[src/rtl/aacr_pkg.sv]
// Shared types, constants and helpers for the AABB axis collision resolver.
// Used by the core and the port checker; no dependencies.
package aacr_pkg;

   localparam int COLLIDERS_DEFAULT = 8;

   // Body extents in Q16.16: 0.35 and 0.90.
   localparam logic [30:0] HALF_WIDTH_RESET  = 31'd22938;
   localparam logic [30:0] HALF_HEIGHT_RESET = 31'd58982;

   // 0.0001 in Q16.16 is 6.55 LSB; an overlap must exceed this.
   localparam logic signed [34:0] EPS_Q = 35'sd6;

   localparam logic signed [33:0] POS_MAX = 34'sd2147483647;
   localparam logic signed [33:0] POS_MIN = -34'sd2147483648;

   localparam int CSR_INDEX_W = 2;
   localparam int CSR_DATA_W  = 31;
   localparam logic [CSR_INDEX_W-1:0] CSR_HALF_WIDTH       = 2'd0;
   localparam logic [CSR_INDEX_W-1:0] CSR_HALF_HEIGHT      = 2'd1;
   localparam logic [CSR_INDEX_W-1:0] CSR_ACTIVE_COLLIDERS = 2'd2;

   typedef enum logic [1:0] {
      OP_WRITE_BOX = 2'd0,
      OP_SET_POS   = 2'd1,
      OP_MOVE      = 2'd2
   } op_type;

   typedef enum logic [1:0] {
      AXIS_X    = 2'd0,
      AXIS_Y    = 2'd1,
      AXIS_Z    = 2'd2,
      AXIS_NONE = 2'd3
   } axis_type;

   typedef enum logic [1:0] {
      ST_IDLE,
      ST_BOX,
      ST_CMP,
      ST_EVAL
   } st_type;

   typedef struct packed {
      logic [1:0]         opcode;
      logic [2:0]         slot;
      logic [2:0]         axis_mask;
      logic signed [31:0] coord_ax;
      logic signed [31:0] coord_ay;
      logic signed [31:0] coord_az;
      logic signed [31:0] coord_bx;
      logic signed [31:0] coord_by;
      logic signed [31:0] coord_bz;
      logic [1:0]         move_axis;
      logic signed [31:0] move_delta;
   } req_type;

   typedef struct packed {
      logic signed [31:0] body_x;
      logic signed [31:0] body_y;
      logic signed [31:0] body_z;
      logic               axis_hit;
      logic               landed;
   } rsp_type;

   typedef struct packed {
      logic [2:0]         axes;
      logic signed [31:0] lo_x;
      logic signed [31:0] lo_y;
      logic signed [31:0] lo_z;
      logic signed [31:0] hi_x;
      logic signed [31:0] hi_y;
      logic signed [31:0] hi_z;
   } box_type;

   function automatic logic signed [31:0] sat32(input logic signed [33:0] v);
      logic signed [33:0] r;
      if (v > POS_MAX) begin
         r = POS_MAX;
      end else if (v < POS_MIN) begin
         r = POS_MIN;
      end else begin
         r = v;
      end
      return r[31:0];
   endfunction

endpackage

[src/rtl/aacr_ram.sv]
// Generic single-port-write, single-port-read RAM with registered read data.
// No dependencies; holds the collider table of the resolver core.
module aacr_ram #(
   parameter int WIDTH = 32,
   parameter int DEPTH = 8
) (
   input  logic                                     clock,
   input  logic                                     wr_en,
   input  logic [$clog2(DEPTH > 1 ? DEPTH : 2)-1:0] wr_addr,
   input  logic [WIDTH-1:0]                         wr_data,
   input  logic                                     rd_en,
   input  logic [$clog2(DEPTH > 1 ? DEPTH : 2)-1:0] rd_addr,
   output logic [WIDTH-1:0]                         rd_data
);

   logic [WIDTH-1:0] mem_ff [DEPTH];
   logic [WIDTH-1:0] rd_data_ff;

   always_ff @(posedge clock) begin
      if (wr_en) begin
         mem_ff[wr_addr] <= wr_data;
      end
      if (rd_en) begin
         rd_data_ff <= mem_ff[rd_addr];
      end
   end

   assign rd_data = rd_data_ff;

endmodule

[src/rtl/aabb_axis_collision_resolve_core.sv]
// Top level of the AABB axis collision resolver: command interface, CSRs,
// body position and collider walk. Depends on aacr_pkg and aacr_ram.

// One word in, one word out. Collider writes, position sets, opcode three and
// moves with a zero delta or axis three give their result word in the cycle
// after start is taken, and busy stays low, so a new word can be taken at once.
// A real move walks min(active_colliders, COLLIDERS) table entries in order;
// each entry passes through ST_BOX (table read), ST_CMP (bound compare) and
// ST_EVAL (overlap test and push) before the next, which needs the position
// left by this one. busy stays high for the whole walk, so no new word is taken
// until the walk ends. The result strobe lasts one cycle and cannot be held off.
module aabb_axis_collision_resolve_core #(
   parameter int COLLIDERS = aacr_pkg::COLLIDERS_DEFAULT
) (
   input  logic                                clock,
   input  logic                                reset,
   input  logic                                start,
   output logic                                busy,
   input  aacr_pkg::req_type                   req_item,
   output logic                                rsp_valid,
   output aacr_pkg::rsp_type                   rsp_item,
   input  logic                                csr_we,
   input  logic [aacr_pkg::CSR_INDEX_W-1:0]    csr_index,
   input  logic [aacr_pkg::CSR_DATA_W-1:0]     csr_wdata
);
   import aacr_pkg::*;

   localparam int AW = $clog2(COLLIDERS > 1 ? COLLIDERS : 2);
   localparam int CW = $clog2(COLLIDERS + 1);
   localparam int NW = CW > 4 ? CW : 4;

   st_type              state_ff, state_in;
   logic [30:0]         half_width_ff, half_width_in;
   logic [30:0]         half_height_ff, half_height_in;
   logic [3:0]          active_ff, active_in;
   logic signed [31:0]  pos_x_ff, pos_x_in;
   logic signed [31:0]  pos_y_ff, pos_y_in;
   logic signed [31:0]  pos_z_ff, pos_z_in;
   logic [1:0]          axis_ff, axis_in;
   logic                neg_ff, neg_in;
   logic                hit_ff, hit_in;
   logic                land_ff, land_in;
   logic [NW-1:0]       idx_ff, idx_in;
   logic signed [33:0]  mv_lo_ff [3];
   logic signed [33:0]  mv_lo_in [3];
   logic signed [33:0]  mv_hi_ff [3];
   logic signed [33:0]  mv_hi_in [3];
   logic signed [33:0]  top_ff [3];
   logic signed [33:0]  top_in [3];
   logic signed [33:0]  bot_ff [3];
   logic signed [33:0]  bot_in [3];
   logic                touch_ff, touch_in;
   logic                mask_ff, mask_in;
   logic signed [33:0]  push_ff, push_in;
   logic                rsp_valid_ff, rsp_valid_in;
   rsp_type             rsp_item_ff, rsp_item_in;

   logic                accept;
   logic                slot_ok;
   logic [NW-1:0]       n_active;
   logic signed [33:0]  hw34, hh2;
   logic signed [33:0]  c_lo [3];
   logic signed [33:0]  c_hi [3];
   logic signed [34:0]  ov [3];
   logic [2:0]          ov_ok;
   logic                side_ok;
   logic signed [31:0]  pos_sel;
   logic signed [33:0]  moved;
   logic                respond;
   logic                ram_we;
   logic                ram_re;
   box_type             box_wr;
   box_type             box_rd;

   assign busy    = state_ff != ST_IDLE;
   assign accept  = start && !busy;
   assign slot_ok = 32'(req_item.slot) < COLLIDERS;
   assign n_active = (32'(active_ff) > COLLIDERS) ? NW'(COLLIDERS) : NW'(active_ff);
   assign hw34    = signed'({3'b000, half_width_ff});
   assign hh2     = signed'({2'b00, half_height_ff, 1'b0});

   assign box_wr.axes = req_item.axis_mask;
   assign box_wr.lo_x = req_item.coord_ax;
   assign box_wr.lo_y = req_item.coord_ay;
   assign box_wr.lo_z = req_item.coord_az;
   assign box_wr.hi_x = req_item.coord_bx;
   assign box_wr.hi_y = req_item.coord_by;
   assign box_wr.hi_z = req_item.coord_bz;

   assign c_lo[0] = 34'(box_rd.lo_x);
   assign c_lo[1] = 34'(box_rd.lo_y);
   assign c_lo[2] = 34'(box_rd.lo_z);
   assign c_hi[0] = 34'(box_rd.hi_x);
   assign c_hi[1] = 34'(box_rd.hi_y);
   assign c_hi[2] = 34'(box_rd.hi_z);

   aacr_ram #(
      .WIDTH ($bits(box_type)),
      .DEPTH (COLLIDERS)
   ) u_table (
      .clock   (clock),
      .wr_en   (ram_we),
      .wr_addr (AW'(req_item.slot)),
      .wr_data (box_wr),
      .rd_en   (ram_re),
      .rd_addr (idx_ff[AW-1:0]),
      .rd_data (box_rd)
   );

   always_ff @(posedge clock) begin
      if (reset) begin
         state_ff       <= ST_IDLE;
         half_width_ff  <= HALF_WIDTH_RESET;
         half_height_ff <= HALF_HEIGHT_RESET;
         active_ff      <= 4'd0;
         pos_x_ff       <= 32'sd0;
         pos_y_ff       <= 32'sd0;
         pos_z_ff       <= 32'sd0;
         rsp_valid_ff   <= 1'b0;
      end else begin
         state_ff       <= state_in;
         half_width_ff  <= half_width_in;
         half_height_ff <= half_height_in;
         active_ff      <= active_in;
         pos_x_ff       <= pos_x_in;
         pos_y_ff       <= pos_y_in;
         pos_z_ff       <= pos_z_in;
         rsp_valid_ff   <= rsp_valid_in;
      end
   end

   always_ff @(posedge clock) begin
      axis_ff     <= axis_in;
      neg_ff      <= neg_in;
      hit_ff      <= hit_in;
      land_ff     <= land_in;
      idx_ff      <= idx_in;
      mv_lo_ff    <= mv_lo_in;
      mv_hi_ff    <= mv_hi_in;
      top_ff      <= top_in;
      bot_ff      <= bot_in;
      touch_ff    <= touch_in;
      mask_ff     <= mask_in;
      push_ff     <= push_in;
      rsp_item_ff <= rsp_item_in;
   end

   // Overlap on each axis of the last compared entry, then the two side axes.
   always_comb begin
      for (int a = 0; a < 3; a++) begin
         ov[a]    = 35'(top_ff[a]) - 35'(bot_ff[a]);
         ov_ok[a] = ov[a] > EPS_Q;
      end
      case (axis_ff)
         AXIS_X:  side_ok = ov_ok[1] && ov_ok[2];
         AXIS_Y:  side_ok = ov_ok[0] && ov_ok[2];
         AXIS_Z:  side_ok = ov_ok[0] && ov_ok[1];
         default: side_ok = 1'b0;
      endcase
   end

   always_comb begin
      case (req_item.move_axis)
         AXIS_X:  pos_sel = pos_x_ff;
         AXIS_Y:  pos_sel = pos_y_ff;
         default: pos_sel = pos_z_ff;
      endcase
      moved = 34'(pos_sel) + 34'(req_item.move_delta);
   end

   always_comb begin
      state_in       = state_ff;
      half_width_in  = half_width_ff;
      half_height_in = half_height_ff;
      active_in      = active_ff;
      pos_x_in       = pos_x_ff;
      pos_y_in       = pos_y_ff;
      pos_z_in       = pos_z_ff;
      axis_in        = axis_ff;
      neg_in         = neg_ff;
      hit_in         = hit_ff;
      land_in        = land_ff;
      idx_in         = idx_ff;
      mv_lo_in       = mv_lo_ff;
      mv_hi_in       = mv_hi_ff;
      top_in         = top_ff;
      bot_in         = bot_ff;
      touch_in       = touch_ff;
      mask_in        = mask_ff;
      push_in        = push_ff;
      rsp_item_in    = rsp_item_ff;
      rsp_valid_in   = 1'b0;
      respond        = 1'b0;
      ram_we         = 1'b0;
      ram_re         = 1'b0;

      if (csr_we) begin
         case (csr_index)
            CSR_HALF_WIDTH:       half_width_in  = csr_wdata;
            CSR_HALF_HEIGHT:      half_height_in = csr_wdata;
            CSR_ACTIVE_COLLIDERS: active_in      = csr_wdata[3:0];
            default:              ;
         endcase
      end

      case (state_ff)
         ST_IDLE: begin
            if (accept) begin
               hit_in  = 1'b0;
               land_in = 1'b0;
               respond = 1'b1;
               case (req_item.opcode)
                  OP_WRITE_BOX: ram_we = slot_ok;
                  OP_SET_POS: begin
                     pos_x_in = req_item.coord_ax;
                     pos_y_in = req_item.coord_ay;
                     pos_z_in = req_item.coord_az;
                  end
                  OP_MOVE: begin
                     if (req_item.move_axis != AXIS_NONE && req_item.move_delta != 32'sd0) begin
                        respond  = 1'b0;
                        axis_in  = req_item.move_axis;
                        neg_in   = req_item.move_delta[31];
                        idx_in   = '0;
                        state_in = ST_BOX;
                        case (req_item.move_axis)
                           AXIS_X:  pos_x_in = sat32(moved);
                           AXIS_Y:  pos_y_in = sat32(moved);
                           default: pos_z_in = sat32(moved);
                        endcase
                     end
                  end
                  default: ;
               endcase
            end
         end
         ST_BOX: begin
            // Rebuild the body box from the current position; fetch the entry.
            mv_lo_in[0] = 34'(pos_x_ff) - hw34;
            mv_hi_in[0] = 34'(pos_x_ff) + hw34;
            mv_lo_in[1] = 34'(pos_y_ff);
            mv_hi_in[1] = 34'(pos_y_ff) + hh2;
            mv_lo_in[2] = 34'(pos_z_ff) - hw34;
            mv_hi_in[2] = 34'(pos_z_ff) + hw34;
            if (idx_ff == n_active) begin
               respond  = 1'b1;
               state_in = ST_IDLE;
            end else begin
               ram_re   = 1'b1;
               state_in = ST_CMP;
            end
         end
         ST_CMP: begin
            touch_in = 1'b1;
            for (int a = 0; a < 3; a++) begin
               if (!(mv_lo_ff[a] <= c_hi[a] && mv_hi_ff[a] >= c_lo[a])) begin
                  touch_in = 1'b0;
               end
               top_in[a] = (mv_hi_ff[a] < c_hi[a]) ? mv_hi_ff[a] : c_hi[a];
               bot_in[a] = (mv_lo_ff[a] > c_lo[a]) ? mv_lo_ff[a] : c_lo[a];
            end
            mask_in = box_rd.axes[axis_ff];
            // Flush position against the face that the body entered.
            case (axis_ff)
               AXIS_X:  push_in = neg_ff ? c_hi[0] + hw34 : c_lo[0] - hw34;
               AXIS_Y:  push_in = neg_ff ? c_hi[1] : c_lo[1] - hh2;
               default: push_in = neg_ff ? c_hi[2] + hw34 : c_lo[2] - hw34;
            endcase
            state_in = ST_EVAL;
         end
         ST_EVAL: begin
            if (mask_ff && touch_ff && side_ok) begin
               hit_in = 1'b1;
               case (axis_ff)
                  AXIS_X:  pos_x_in = sat32(push_ff);
                  AXIS_Y: begin
                     pos_y_in = sat32(push_ff);
                     if (neg_ff) begin
                        land_in = 1'b1;
                     end
                  end
                  default: pos_z_in = sat32(push_ff);
               endcase
            end
            idx_in   = idx_ff + 1'b1;
            state_in = ST_BOX;
         end
         default: state_in = ST_IDLE;
      endcase

      if (respond) begin
         rsp_valid_in         = 1'b1;
         rsp_item_in.body_x   = pos_x_in;
         rsp_item_in.body_y   = pos_y_in;
         rsp_item_in.body_z   = pos_z_in;
         rsp_item_in.axis_hit = hit_in;
         rsp_item_in.landed   = land_in;
      end
   end

   assign rsp_valid = rsp_valid_ff;
   assign rsp_item  = rsp_item_ff;

endmodule

[config.mk]
export PLATFORM = sky130hd
export DESIGN_NAME = aabb_axis_collision_resolve_core
export DESIGN_NICKNAME = d
export VERILOG_FILES = /design/src/rtl/aacr_pkg.sv /design/src/rtl/aacr_ram.sv /design/src/rtl/aabb_axis_collision_resolve_core.sv
export SDC_FILE = /design/constraint.sdc
export NUM_CORES = 2
export LEC_CHECK = 0
export ABC_AREA = 1
export BUFFER_PORTS_ARGS = -buffer_cell sky130_fd_sc_hd__buf_4
export CORE_MARGIN = 2
export CORE_UTILIZATION = 41
export CTS_BUF_LIST = sky130_fd_sc_hd__clkbuf_2 sky130_fd_sc_hd__clkbuf_4 sky130_fd_sc_hd__clkbuf_8
export DETAILED_ROUTE_END_ITERATION = 7
export SYNTH_ARGS = -nofsm -noshare
export SYNTH_HDL_FRONTEND = slang
export SYNTH_SLANG_ARGS = --single-unit
[constraint.sdc]
create_clock -name clock -period 43.7 [get_ports clock]
set_clock_uncertainty 0.2 [all_clocks]
set_input_delay 4.37 -clock clock [delete_from_list [all_inputs] [get_ports clock]]
set_output_delay 4.37 -clock clock [all_outputs]
set_load 0.01 [all_outputs]
# [Yosys cells after proc, flatten, opt, wreduce, memory -nomap -nowiden]
# Memories as Yosys holds them, arrays and structs flattened. A register that Yosys moved wholly into a read port is not among the register bits.
# Cells that the tools add are included.
[op_classes] muxes=71 n_lt_le_gt_ge=21 n_eq_ne=15 reduce_logical=28 addsub=15
[ops] cell="32-bit two-way mux" n=19
[ops] cell="32-bit case mux with 2 select lines" n=7
[ops] cell="34-bit two-way mux" n=9
[ops] cell="32-bit by 32-bit adder with 33-bit output" n=5
[ops] cell="32-bit by 32-bit subtractor with 33-bit output" n=4
[ops] cell="35-bit by 4-bit greater-than comparator with 1-bit output, second input constant" n=3
[ops] cell="34-bit by 34-bit subtractor with 35-bit output" n=3
[ops] cell="34-bit by 32-bit greater-or-equal comparator with 1-bit output" n=3
[ops] cell="34-bit by 32-bit < comparator with 1-bit output" n=3
[ops] cell="34-bit by 32-bit greater-than comparator with 1-bit output" n=2
[ops] cell="34-bit by 32-bit less-or-equal comparator with 1-bit output" n=2
[ops] cell="34-bit case mux with 2 select lines" n=1
[ops] cell="32-bit by 33-bit adder with 34-bit output" n=1
[ops] cell="34-bit by 32-bit greater-than comparator with 1-bit output, second input constant" n=1
[ops] cell="34-bit by 32-bit < comparator with 1-bit output, second input constant" n=1
[ops] cell="32-bit by 33-bit subtractor with 34-bit output" n=1
[ops] cell="33-bit by 32-bit greater-than comparator with 1-bit output, second input constant" n=1
[ops] cell="33-bit by 32-bit < comparator with 1-bit output, second input constant" n=1
[ops] cell="32-bit greater-than comparator" n=1
[ops] cell="32-bit less-or-equal comparator" n=1
[ops] cell="32-bit nonzero test" n=1
[ops] cell="1-bit two-way mux" n=20
[ops] cell="4-bit two-way mux" n=4
[ops] cell="2-bit by 1-bit == test with 1-bit output, second input constant" n=5
[ops] cell="other kinds (21)" n=51
[word_totals] ramBits=1560 mem_count=1 register_bits=714 output_inout_bits=100
[memory_table] name="u_table.mem_ff" depth=8 word_bits=195 read_ports=1 rd_clocked_by_memory_dff=1 write_ports=1 line_no="aacr_ram.sv:16" text="logic [WIDTH-1:0] mem_ff [DEPTH];"

# [Depth between registers and ports, before layout]
[depth] ltp_word=11 depth_mapped=31 ltp_nobuf=29

# [Cells and area by module]
# Synthesis repeated with hierarchy kept, for this count alone.
[unflattened] hier_cells=16653 area_unflattened_um2=141120.3
[modules_own_cells] module="aacr_ram" cells_per_inst=6952 n_inst=1 area_each_um2=73553.0 seq_area_each_um2=52700.5
[modules_own_cells] module="aabb_axis_collision_resolve_core" cells_per_inst=9701 n_inst=1 area_each_um2=67567.3 seq_area_each_um2=19378.6

# [Least setup slack after synthesis]
# No wires, ideal clock.
[synth_path] kind="register to register" start="register state_ff[1]" end="register state_ff[1]" arrival_ns=14.169 setup_ns=0.094 n_path_buf=0 slack_ns=29.236 path_stages_with_launch=7 cell_sequence="dfxtp_1 > inv_1 > ha_1 > inv_1 > nor2_1 > o21ai_0 > a21oi_1"
[synth_between] elab_chain_cells=5 elab_cells_between_ends=12
[synth_lines] element="from (decl)" line_no="aabb_axis_collision_resolve_core.sv:32" text="st_type state_ff, state_in;"
[synth_lines] element="from (signal assigned)" line_no="aabb_axis_collision_resolve_core.sv:121" text="state_ff <= state_in;"
[synth_lines] element="2-bit nonzero test" line_no="aabb_axis_collision_resolve_core.sv:75" text="assign busy = state_ff != ST_IDLE;"
[synth_lines] element="1-bit zero test" line_no="aabb_axis_collision_resolve_core.sv:76" text="assign accept = start && !busy;"
[synth_lines] element="1-bit logical AND" line_no="aabb_axis_collision_resolve_core.sv:76"
[synth_lines] element="2-bit != test (no source line)"
[synth_lines] element="3-bit AND reduction (no source line)"
# Parallel ways exist; a longest one is shown, timed or not.
# A chain may end at the register's enable or synchronous reset.

# [Final worst setup path]
[layout_path] start="input port req_item[32] in the netlist's numbering" end="register rsp_item_ff, in the netlist rsp_item[11] (data pin)"
[layout_between] elab_chain_cells=11 elab_cells_between_ends=16
[layout_lines] element="from (decl)" line_no="aabb_axis_collision_resolve_core.sv:19" text="input aacr_pkg::req_type req_item,"
[layout_lines] element="2-bit by 1-bit == test with 1-bit output or 2-bit zero test (tied branches)" line_no="aabb_axis_collision_resolve_core.sv:163, aabb_axis_collision_resolve_core.sv:226"
[layout_lines] element="32-bit case mux with 2 select lines" line_no="aabb_axis_collision_resolve_core.sv:163" text="case (req_item.move_axis)"
[layout_lines] element="32-bit by 32-bit adder with 33-bit output" line_no="aabb_axis_collision_resolve_core.sv:168" text="moved = 34'(pos_sel) + 34'(req_item.move_delta);"
[layout_lines] element="33-bit by 32-bit < comparator with 1-bit output" line_no="aacr_pkg.sv:79" text="end else if (v < POS_MIN) begin"
[layout_lines] element="32-bit two-way mux" line_no="aacr_pkg.sv:79"
[layout_lines] element="32-bit two-way mux"
[layout_lines] element="32-bit two-way mux" line_no="aabb_axis_collision_resolve_core.sv:226" text="case (req_item.move_axis)"
[layout_lines] element="32-bit two-way mux *" line_no="aabb_axis_collision_resolve_core.sv:220" text="if (req_item.move_axis != AXIS_NONE && req_item.move_delta != 32'sd0) begin"
[layout_lines] element="32-bit case mux with 2 select lines *" line_no="aabb_axis_collision_resolve_core.sv:212" text="case (req_item.opcode)"
[layout_lines] element="32-bit two-way mux *" line_no="aabb_axis_collision_resolve_core.sv:208" text="if (accept) begin"
[layout_lines] element="32-bit case mux with 2 select lines *" line_no="aabb_axis_collision_resolve_core.sv:206" text="case (state_ff)"
[layout_lines] element="via pos_z_in[9]" line_no="aabb_axis_collision_resolve_core.sv:38" text="logic signed [31:0] pos_z_ff, pos_z_in;"
[layout_lines] element="to (signal assigned)" line_no="aabb_axis_collision_resolve_core.sv:145" text="rsp_item_ff <= rsp_item_in;"
[layout_lines] element="to (decl)" line_no="aabb_axis_collision_resolve_core.sv:56" text="rsp_type rsp_item_ff, rsp_item_in;"
# The timed path passes the listed nets; every way through them passes the cells marked *.

==> impl_metrics.toml <==
[power]
p_switching_mw = 5.496
pwr-share-seq = 0.344
powerDensity_nw_per_um2 = 76.94
pwr-share-clk = 0.179
p_leak_nw = 60.72
pwr-share-comb = 0.477
intPower_mw = 5.998
vdd.ir_drop.worst_uv = 61.79
switching_share = 0.4782

[synth]
synth.most_common_cell = "nand2_1"
ys_types = 57
synth_seq_area_share = 0.5391
syn-instance-count = 14574
synth_area_leader_cell = "edfxtp_1"
synth_edf_count = 2289
yosys.area.top_type_share = 0.5141
synth_nets = 15706
synth-seq-cells = 2456
synthesis.area_um2 = 133700
yosys-top-cells-area = "edfxtp_1, ha_1, nand2_1"
async_flop_share = 0
synthFlopType = "edfxtp_1"
yosys-top-cells-count = "nand2_1, edfxtp_1, nor2_1"
ys_warn_count = 0
syn_avg_cell_area_um2 = 9.175

[final_layout]
final-instance-count-excl-fill = 19614
synthToLayoutAreaGrowth_pct = 11.73
drive_gt1_frac = 0.08228
fillers = 31222
final_net_count = 16049

[timing]
holdWs_ps = 273.6
post-route-min-period_ps = 9332
max-slew-margin-rel = 0.005506
setup_viol = 0
grt_setup_unrepaired = "false"
hold_violations = 0
tightest_slew_ps = 1482
final_max_slew_viol_count = 0
fmax_mhz = 107.2
fin_tns_setup_ps = 0
min_period_over_period = 0.2135

[critical_path]
reg2reg_setup_slack_ps = 37480
endpoint_kind = "flip-flop"
cp_common_cell = "nand2_1"
crit_arrival_ps = 9960
rr_startpoint = "idx_ff[0]"
critPathLaunchType = "primary input"
startpoint = "req_item[32]"
cp_max_fo = 32
path_buf_inv = 5
cpMaxStageDelayCell = "a21oi_1"
path_class = "in -> reg"
critical_path_required_ps = 44330
critPathMaxStageDelay_ps = 1070
crit_family = "simple AND/OR/NAND/NOR gates"

[cts]
clk_transition_reported_paths_ps = 70
clk_latency_ps = 1130
cts_max_level = 5
cts_tree = "done"
cts_buffers = 406
hold_buffers = 0
cts_root_buf = "clkbuf_8"
clock_path_buffers = 4
clock-sinks = 2456
cts_resized = 0
cts_setup_buffers = 0

[global_routing]
grt_max_degree = 165
grt_pass1_vias = 100139
overflow = 0
grt_pass1_wl_um = 734300
track_usage = 0.3093
grt_antenna_before_repair = 93

[die]
initial_core_util = 0.4124
rows = 209
fp.dieW_um = 575.1
io_pins = 371
core-area_um2 = 324300
die_h_um = 575.1
die_area_um2 = 330700

[detailed_routing]
drt_drc_violations_left = 0
wl_per_cell_um = 26.98
viasPerCell = 5.647
dr.pass1.iters = 8
drt_wl_total_um = 529100
drt_iter0_markers = 14744
vias = 110754
ant_nets = 0

[place]
detailed_place_hpwl_um = 392400
gp_congestion = 1.072
place_inst = 18834
io_buffers = 370

[outcome]
status = "complete, but fails checks"
violations = "max-capacitance violations"

[worst_hold_path]
hp-start = "active_ff[2]"
hold_class = "reg -> reg"

[run]
cap_violations = 1
-- worst reg2reg max path, delay by kind of cell (launching register included) --
kind	cells	cell delay, ps
AO/OA/AOI/OAI	3	780
AND/OR/NAND/NOR	1	60
buffers and inverters	6	4450
flip-flops	1	480
-- path summary, 6_finish.rpt --
kind,to,cells past startpoint
worst max-delay path,rsp_item[11],29
worst max register to register,u_table.rd_data[115],10
worst min-delay path,active_ff[2],2
worst min register to register,active_ff[2],2
-- area by class of cell --
cell class,instances,area [um2],share of cell area
flip-flops and latches,2456,72080,0.4825
multi-input cells,9981,53760,0.3598
diodes,49,122.6,0.0008207
clock inverters,167,1154,0.007722
inverters,1527,5756,0.03852
repair buffers,545,4192,0.02806
well taps,4325,5411,0.03622
clock buffers,564,6924,0.04635
-- power groups by stage --
stage,Clock [mW],Combinational (mW),Sequential [mW]
2_1_floorplan,0,3.66,3.50
3_3_place_gp,0,5.30,3.95
3_5_place_dp,0,5.35,3.94
4_1_cts,2.08,5.37,3.90
5_1_grt,2.18,6.07,3.92
6_report,2.06,5.48,3.95
-- metrics by stage --
| stage | power (mW) | area [um2] | util | setup WS [ps] |
|---|---|---|---|---|
| after floorplan | 7.151 | 133700 | - | 29240 |
| after global placement | 9.246 | 141200 | 0.4354 | 33470 |
| after detailed placement | 9.292 | 141200 | 0.4354 | 33520 |
| after CTS | 11.35 | 149300 | 0.4604 | 34660 |
| after global routing | 12.17 | 149300 | 0.4604 | 34190 |
| final | 11.49 | 149400 | 0.4607 | 34370 |
-- per-layer routing --
metal  GRT usage  wire, um
met1      0.4207    217600
met2      0.4257    211300
met3     0.09097     59710
met4      0.2032     39990
met5           0       484
-- state kept, by name, indices dropped and copies added, names as in the netlist, 2 cells and up --
signal           flops
u_table.mem_ff    1560
u_table.rd_data    195
top_ff             100
bot_ff              98
mv_lo_ff            98
rsp_item            98
mv_hi_ff            97
push_ff             34
pos_x_ff            32
pos_y_ff            32
pos_z_ff            32
half_height_ff      31
half_width_ff       31
active_ff            4
idx_ff               4
axis_ff              2
state_ff             2
-- cell families (layout without fill, tap and decap cells) --
logic type	Yosys count	in the layout	share of synthesized area
and+or+nand+nor	5358	5358	0.1601
AOI/OAI and AO/OA	3508	3508	0.1423
DFF	2456	2456	0.5391
buffers and inverters	2137	2803	0.06059
adders and majority gates	861	861	0.08135
xor gates and xnor gates	253	253	0.01657
muxes	1	1	0.00008421
other	0	49	0
-- placed cells by master, fill, tap and decap left out, types with 267 or more instances in the layout --
master,instances
buf_4,537
a21oi_1,1247
nor2_1,2177
inv_1,1496
o21ai_0,1443
nand3_1,498
a31oi_1,267
nand2_1,2377
edfxtp_1,2289
clkbuf_8,430
ha_1,840
Power figures use the tool's default switching activity.
